$ cat src/rtl/sidt_pkg.sv
package sidt_pkg;

  localparam int unsigned SLOT_COUNT = 16;
  localparam int unsigned IDX_W      = $clog2(SLOT_COUNT);
  localparam int unsigned SLOT_W     = 5;
  localparam int unsigned ID_W       = 32;

  localparam logic [ID_W-1:0] FREE_MARK = 32'hFFFF_FFFF;

  localparam logic [1:0] CMD_LOOKUP = 2'd0;
  localparam logic [1:0] CMD_INSERT = 2'd1;
  localparam logic [1:0] CMD_REMOVE = 2'd2;

  typedef enum logic [1:0] {
    STATUS_DONE      = 2'd0,
    STATUS_EXISTS    = 2'd1,
    STATUS_NOT_FOUND = 2'd2,
    STATUS_FULL      = 2'd3
  } status_e;

  // controller -> datapath
  typedef struct packed {
    logic load;    // capture request, restart scan
    logic step;    // issue read at scan address, advance
    logic commit;  // apply update, launch result
  } sidt_cmd_t;

  // datapath -> controller
  typedef struct packed {
    logic scan_last;  // scan address sits on the last slot
  } sidt_sts_t;

endpackage

$ cat src/rtl/sidt_ctrl.sv
module sidt_ctrl
  import sidt_pkg::*;
(
  input  logic      clk_i,
  input  logic      rst_ni,
  input  logic      start,
  output logic      busy,
  input  sidt_sts_t sts_i,
  output sidt_cmd_t cmd_o
);

  typedef enum logic [3:0] {
    ST_IDLE   = 4'b0001,
    ST_SCAN   = 4'b0010,
    ST_DRAIN  = 4'b0100,
    ST_COMMIT = 4'b1000
  } state_e;

  state_e state_q, state_d;

  always_comb begin
    state_d       = state_q;
    cmd_o         = '0;
    unique case (state_q)
      ST_IDLE: begin
        if (start) begin
          cmd_o.load = 1'b1;
          state_d    = ST_SCAN;
        end
      end
      ST_SCAN: begin
        cmd_o.step = 1'b1;
        if (sts_i.scan_last) begin
          state_d = ST_DRAIN;
        end
      end
      // last read still in the compare stage
      ST_DRAIN: begin
        state_d = ST_COMMIT;
      end
      ST_COMMIT: begin
        cmd_o.commit = 1'b1;
        state_d      = ST_IDLE;
      end
      default: begin
        state_d = ST_IDLE;
      end
    endcase
  end

  always_ff @(posedge clk_i or negedge rst_ni) begin
    if (!rst_ni) begin
      state_q <= ST_IDLE;
    end else begin
      state_q <= state_d;
    end
  end

  assign busy = (state_q != ST_IDLE);

endmodule

$ cat src/rtl/sidt_dpath.sv
module sidt_dpath
  import sidt_pkg::*;
(
  input  logic              clk_i,
  input  logic              rst_ni,
  input  sidt_cmd_t         cmd_i,
  output sidt_sts_t         sts_o,
  input  logic [1:0]        command_i,
  input  logic [ID_W-1:0]   sess_key_i,
  output logic              done_o,
  output logic [SLOT_W-1:0] slot_index_o,
  output logic [1:0]        status_o,
  output logic [SLOT_W-1:0] live_count_o
);

  localparam logic [IDX_W-1:0]  LastAddr = IDX_W'(SLOT_COUNT - 1);
  localparam logic [SLOT_W-1:0] NoSlot   = SLOT_W'(SLOT_COUNT);

  logic [ID_W-1:0]       mem_q [SLOT_COUNT];
  logic [SLOT_COUNT-1:0] valid_q;

  logic [1:0]        cmd_q;
  logic [ID_W-1:0]   key_q;
  logic [IDX_W-1:0]  addr_q;
  logic [ID_W-1:0]   rd_data_q;
  logic              rd_valid_q;
  logic [IDX_W-1:0]  cmp_idx_q;
  logic              cmp_vld_q;
  logic              hit_q, free_q;
  logic [IDX_W-1:0]  hit_idx_q, free_idx_q;
  logic [SLOT_W-1:0] count_q, count_d;
  logic              done_q;
  logic [SLOT_W-1:0] slot_q, slot_d;
  status_e           status_q, status_d;

  logic [ID_W-1:0] entry;
  logic            key_ok;
  logic            do_ins, do_rem;

  assign sts_o.scan_last = (addr_q == LastAddr);

  // slot not yet written, or freed, reads as the free marker
  assign entry  = rd_valid_q ? rd_data_q : FREE_MARK;
  assign key_ok = (key_q != FREE_MARK);

  // registered read port
  always_ff @(posedge clk_i) begin
    rd_data_q  <= mem_q[addr_q];
    rd_valid_q <= valid_q[addr_q];
    cmp_idx_q  <= addr_q;
  end

  always_ff @(posedge clk_i) begin
    if (cmd_i.load) begin
      cmd_q <= command_i;
      key_q <= sess_key_i;
    end
  end

  always_ff @(posedge clk_i or negedge rst_ni) begin
    if (!rst_ni) begin
      addr_q     <= '0;
      cmp_vld_q  <= 1'b0;
      hit_q      <= 1'b0;
      free_q     <= 1'b0;
      hit_idx_q  <= '0;
      free_idx_q <= '0;
    end else begin
      cmp_vld_q <= cmd_i.step;
      if (cmd_i.load) begin
        addr_q <= '0;
        hit_q  <= 1'b0;
        free_q <= 1'b0;
      end else begin
        if (cmd_i.step) begin
          addr_q <= addr_q + 1'b1;
        end
        // keep the lowest match of each kind
        if (cmp_vld_q) begin
          if (!hit_q && key_ok && entry == key_q) begin
            hit_q     <= 1'b1;
            hit_idx_q <= cmp_idx_q;
          end
          if (!free_q && entry == FREE_MARK) begin
            free_q     <= 1'b1;
            free_idx_q <= cmp_idx_q;
          end
        end
      end
    end
  end

  always_comb begin
    do_ins   = 1'b0;
    do_rem   = 1'b0;
    count_d  = count_q;
    slot_d   = NoSlot;
    status_d = STATUS_NOT_FOUND;
    if (key_ok) begin
      case (cmd_q)
        CMD_INSERT: begin
          if (hit_q) begin
            slot_d   = SLOT_W'(hit_idx_q);
            status_d = STATUS_EXISTS;
          end else if (free_q) begin
            do_ins   = 1'b1;
            count_d  = count_q + 1'b1;
            slot_d   = SLOT_W'(free_idx_q);
            status_d = STATUS_DONE;
          end else begin
            status_d = STATUS_FULL;
          end
        end
        CMD_REMOVE: begin
          if (hit_q) begin
            do_rem   = 1'b1;
            if (count_q != '0) begin
              count_d = count_q - 1'b1;
            end
            slot_d   = SLOT_W'(hit_idx_q);
            status_d = STATUS_DONE;
          end
        end
        default: begin
          if (hit_q) begin
            slot_d   = SLOT_W'(hit_idx_q);
            status_d = STATUS_DONE;
          end
        end
      endcase
    end
  end

  always_ff @(posedge clk_i) begin
    if (cmd_i.commit && do_ins) begin
      mem_q[free_idx_q] <= key_q;
    end
  end

  always_ff @(posedge clk_i or negedge rst_ni) begin
    if (!rst_ni) begin
      valid_q <= '0;
      count_q <= '0;
      done_q  <= 1'b0;
    end else begin
      done_q <= cmd_i.commit;
      if (cmd_i.commit) begin
        count_q <= count_d;
        if (do_ins) begin
          valid_q[free_idx_q] <= 1'b1;
        end
        if (do_rem) begin
          valid_q[hit_idx_q] <= 1'b0;
        end
      end
    end
  end

  always_ff @(posedge clk_i) begin
    if (cmd_i.commit) begin
      slot_q   <= slot_d;
      status_q <= status_d;
    end
  end

  assign done_o       = done_q;
  assign slot_index_o = slot_q;
  assign status_o     = status_q;
  assign live_count_o = count_q;

endmodule

$ cat src/rtl/session_id_table_unit.sv
// Session ID table: 16 slots of 32-bit IDs with a live count. A request beat
// (command, sess_key) is taken when start is high and busy is low; its one
// result shows on done_o for a single cycle and cannot be stalled, so the
// receiver must take it then. Each request walks the slot memory one entry a
// cycle through a registered read port, finding the first match and the first
// free slot in the same pass: busy stays high through the scan, drain and
// commit states after accept, and done_o pulses in the cycle busy falls.
// A new request may be started in that same cycle. Slots come out of reset
// free (per-slot valid bits), so no clearing pass is needed.
module session_id_table_unit
  import sidt_pkg::*;
(
  input  logic              clk_i,
  input  logic              rst_ni,
  input  logic              start,
  output logic              busy,
  input  logic [1:0]        command_i,
  input  logic [ID_W-1:0]   sess_key_i,
  output logic              done_o,
  output logic [SLOT_W-1:0] slot_index_o,
  output logic [1:0]        status_o,
  output logic [SLOT_W-1:0] live_count_o
);

  sidt_cmd_t cmd;
  sidt_sts_t sts;

  sidt_ctrl u_ctrl (
    .clk_i  (clk_i),
    .rst_ni (rst_ni),
    .start  (start),
    .busy   (busy),
    .sts_i  (sts),
    .cmd_o  (cmd)
  );

  sidt_dpath u_dpath (
    .clk_i        (clk_i),
    .rst_ni       (rst_ni),
    .cmd_i        (cmd),
    .sts_o        (sts),
    .command_i    (command_i),
    .sess_key_i   (sess_key_i),
    .done_o       (done_o),
    .slot_index_o (slot_index_o),
    .status_o     (status_o),
    .live_count_o (live_count_o)
  );

endmodule

$ cat config.mk
export PLATFORM = sky130hd
export DESIGN_NAME = session_id_table_unit
export DESIGN_NICKNAME = d
export VERILOG_FILES = /design/src/rtl/sidt_pkg.sv /design/src/rtl/sidt_ctrl.sv /design/src/rtl/sidt_dpath.sv /design/src/rtl/session_id_table_unit.sv
export SDC_FILE = /design/constraint.sdc
export NUM_CORES = 1
export LEC_CHECK = 0
export BUFFER_PORTS_ARGS = -buffer_cell sky130_fd_sc_hd__buf_2
export CORE_ASPECT_RATIO = 1.1
export CORE_MARGIN = 2
export CORE_UTILIZATION = 45
export CTS_BUF_LIST = sky130_fd_sc_hd__clkbuf_4
export DETAILED_ROUTE_END_ITERATION = 6
export GPL_ROUTABILITY_DRIVEN = 0
export MAX_ROUTING_LAYER = met4
export PLACE_DENSITY_LB_ADDON = 0.25
export SETUP_SLACK_MARGIN = 0.1
export SLEW_MARGIN = 15
export SYNTH_ARGS = -nofsm -noshare
export SYNTH_HDL_FRONTEND = slang
export SYNTH_HIERARCHICAL = 1
export SYNTH_SLANG_ARGS = --single-unit
$ cat constraint.sdc
create_clock -name clk_i -period 8.2 [get_ports clk_i]
set_clock_uncertainty 0.1 [all_clocks]
set_input_delay 0.41 -clock clk_i [delete_from_list [all_inputs] [get_ports clk_i]]
set_output_delay 0.41 -clock clk_i [all_outputs]
set_load 0.02 [all_outputs]
==> results.ini <==
[floorplan]
num_rows = 89
design.core.area_sq_mm = 0.0533
io_pins = 51
die_x_microns = 225
start_util = 0.452
die_height_microns = 247
die_area_sq_mm = 0.0555

[hold_path]
hp-class = input pin to async pin

[sta]
hold_violations = 0
fmax_mhz = 298
worstMarginPinSlew_ps = 1010
rsz0062_at_grt = no
layout_min_cycle_time_ps = 3360
maxSlewHeadroom = 0.325
slew_viol_final = 0
final-setup-viol-count = 0
setup_tns_ps = 0
fin_crit_sh = 0.409

[cts]
cts_tree = done
cts.sinks = 630
h-tree-depth = 4
cts-buffers-inserted = 153
clk_latency_ps = 870
cts-root-buf = clkbuf_4
clk_pin_slew_ps = 70
clk_path_buf_depth = 3

[worst_setup_path]
critPathTopFamily = simple AND/OR/NAND/NOR gates
path_buf_inv = 0
r2r-start = u_ctrl/state_q[2]
critPathSlowestCell = nor3b_1
worst-path-max-fanout = 7
cp-start-kind = register
path_cells = nor2_1, and4b_2, nor3b_1, o21ai_0, or4_1, nor4_2, nand4_2, mux2_1
r2r_slack_ps = 4840
critPathRequiredTime_ps = 8810
cpPeakStageDelay_ps = 640
end_kind = register
cp.arrival_ps = 3970
r2r_cells = 8
critPathKind = register to register
r2r-end = u_dpath/hit_idx_q[1]

[routing]
detail-route-antenna-nets = 0
dr.pass1.iters = 7
wl_per_cell_microns = 24.9
vias = 12200
routed_wl_microns = 53200
remaining_drc_errors = 0
drt-initial-drc-count = 857
vias_per_cell = 5.68

[global_routing]
use_met2 = 0.331
grt-ovfl-total = 0
antenna_found_initial = 1
grt_pass1_wl_microns = 79700
grt_max_degree = 59
grtUsageTotal = 0.205
busiest_layer = met2
grtUsageMet3 = 0.0391
grtUsageMet1 = 0.260
grt_pass1_vias = 12800

[placement]
dpl.hpwl_microns = 28800
portBuffers = 50
placed_cells_incl_taps = 1833
post_dp_cell_area_sq_mm = 0.0255

[outcome]
status = complete, no violations

[synth]
ys_ff_latch = 630
synthArstFlopShare = 0.0651
synth.top_cells.by_area = edfxtp_1 (69%), mux4_2 (15%), dfrtp_1 (4.1%)
synth_top_area_cell = edfxtp_1
synthFlopType = edfxtp_1
synth_top_area_share = 0.687
synthSimpleGateAreaFrac = 0.0382
synthAdderAreaFrac = 0.00290
seq_area_frac_synth = 0.760
netlist_area_sq_mm = 0.0241
synth.most_common_cell = edfxtp_1
synth_xor_area_frac = 0.00617
synth_cell_types = 62
synth_top_family_by_area = multiplexers
yosysWarnings = 6
synth_common_cells = edfxtp_1 (552), mux4_2 (165), dfrtp_1 (40)
muxShareOfSynthArea = 0.159
syn-num-nets = 1151
synth_compound_area_frac = 0.0225
syn_area_per_cell_sq_um = 21.8
synth_edf_count = 552
synth_cells = 1109

[final_layout]
design_area_sq_mm = 0.0277
layout-drive-gt1-share = 0.371
nNetsFinal = 1384
syn_to_final_growth_pct = 14.9
fin_cells = 2140

[run]
maxCapViolCount = 0

[power_and_ir_drop]
ir_drop_mv = 0.241
powerDensity_mw_per_mm2 = 284
leakagePower_nw = 9.04

==> sequential cells by signal, indices dropped and copies added, names as in the netlist <==
name,cells
u_dpath/hit_idx_q,4
u_dpath/cmp_vld_q,1
u_dpath/free_idx_q,4
u_dpath/addr_q,4
u_dpath/rd_valid_q,1
u_dpath/mem_q,512
u_dpath/valid_q,16
u_dpath/live_count_o,5
u_dpath/rd_data_q,32
u_dpath/key_q,32
u_dpath/status_o,2
u_dpath/cmp_idx_q,4
u_dpath/hit_q,1
u_dpath/free_q,1
u_dpath/cmd_q,2
u_dpath/slot_index_o,4
u_ctrl/state_q,4
u_dpath/done_o,1
==> stage by stage <==
stage               hold slack [ps]  total power, mW  utilization  setup slack [ps]
detailed placement              351             5.48        0.477              4900
CTS                            75.1             7.99        0.520              4870
finish                          151             7.88        0.520              4840
global placement                351             5.46        0.477              4900
global route                    100             8.26        0.520              4660
floorplan                      14.4             5.00            -              2270
==> placed cells by master, fill, tap and decap left out, types with 5 or more instances in the layout <==
| cell type | n |
|---|---|
| xor2_1 | 13 |
| dfrtp_1 | 36 |
| clkinv_2 | 5 |
| nand4_1 | 16 |
| clkbuf_4 | 229 |
| a21oi_1 | 6 |
| buf_4 | 44 |
| o22ai_1 | 8 |
| a31oi_1 | 5 |
| nand2_1 | 27 |
| nand2b_1 | 5 |
| nand4bb_1 | 7 |
| inv_2 | 6 |
| o21ai_0 | 8 |
| mux4_2 | 165 |
| nor2b_1 | 21 |
| nor2_1 | 13 |
| buf_2 | 50 |
| inv_1 | 12 |
| clkinv_1 | 28 |
| dlygate4sd3_1 | 36 |
| a32oi_1 | 7 |
| edfxtp_1 | 552 |
| o22a_1 | 9 |
| o31ai_1 | 7 |
| nor4_1 | 5 |
| dfxtp_1 | 37 |
| mux2_2 | 5 |
| nor4_2 | 16 |
==> where the power goes <==
group	internal (mW)	switching, mW
registers	3.74	0.269
logic	0.709	0.672
clock network	1.31	1.18
total	5.76	2.12
==> timing repair <==
| item | 4_1_cts | 5_1_grt |
|---|---|---|
| buffers inserted | 0 | 0 |
| hold buffers | 36 | 0 |
| endpoints found under the hold margin | 76 | 0 |
| gates resized for setup | 0 | 0 |
==> layer usage <==
| layer | part of all wire | wire length [microns] |
|---|---|---|
| met1 | 0.41 | 22000 |
| met2 | 0.51 | 27200 |
| met3 | 0.049 | 2630 |
| met4 | 0.025 | 1350 |
| met5 | 0 | 0 |
==> cell type report <==
| cell class | count | area (sq um) |
|---|---|---|
| Multi-Input combinational cell | 415 | 5620 |
| Sequential cell | 630 | 18400 |
| Inverter | 12 | 45.0 |
| Tap cell | 682 | 853 |
| Fill cell | 4228 | 25600 |
| Clock inverter | 41 | 190 |
| Antenna cell | 1 | 2.50 |
| Timing Repair Buffer | 130 | 941 |
| Clock buffer | 229 | 1720 |
==> worst register-to-register path: stages (launching register included) <==
cell	delay (ps)
dfrtp_1	460
nor2_1	100
and4b_2	260
nor3b_1	640
o21ai_0	170
or4_1	530
nor4_2	210
nand4_2	340
mux2_1	420
==> worst max path at each step <==
stage                           start              endpoint  slack [ps]  cells past startpoint
floorplan           u_ctrl/state_q[0]    u_dpath/valid_q[0]        2270                      7
global placement     u_dpath/cmd_q[1]   u_dpath/mem_q[9][2]        4900                      6
detailed placement  u_ctrl/state_q[2]  u_dpath/hit_idx_q[3]        4900                      8
CTS                 u_ctrl/state_q[2]  u_dpath/hit_idx_q[1]        4870                      8
global route         u_dpath/cmd_q[1]  u_dpath/mem_q[9][12]        4660                      6
finish              u_ctrl/state_q[2]  u_dpath/hit_idx_q[1]        4840                      8
==> cell families after synthesis <==
logic type,count (synthesis)
muxes,175
xor gates and xnor gates,17
and+or+nand+nor,148
DFF,630
AOI/OAI and AO/OA,70
adders and majority gates,5
buffers and inverters,64
Note: power is estimated with default switching activity, not from simulation.
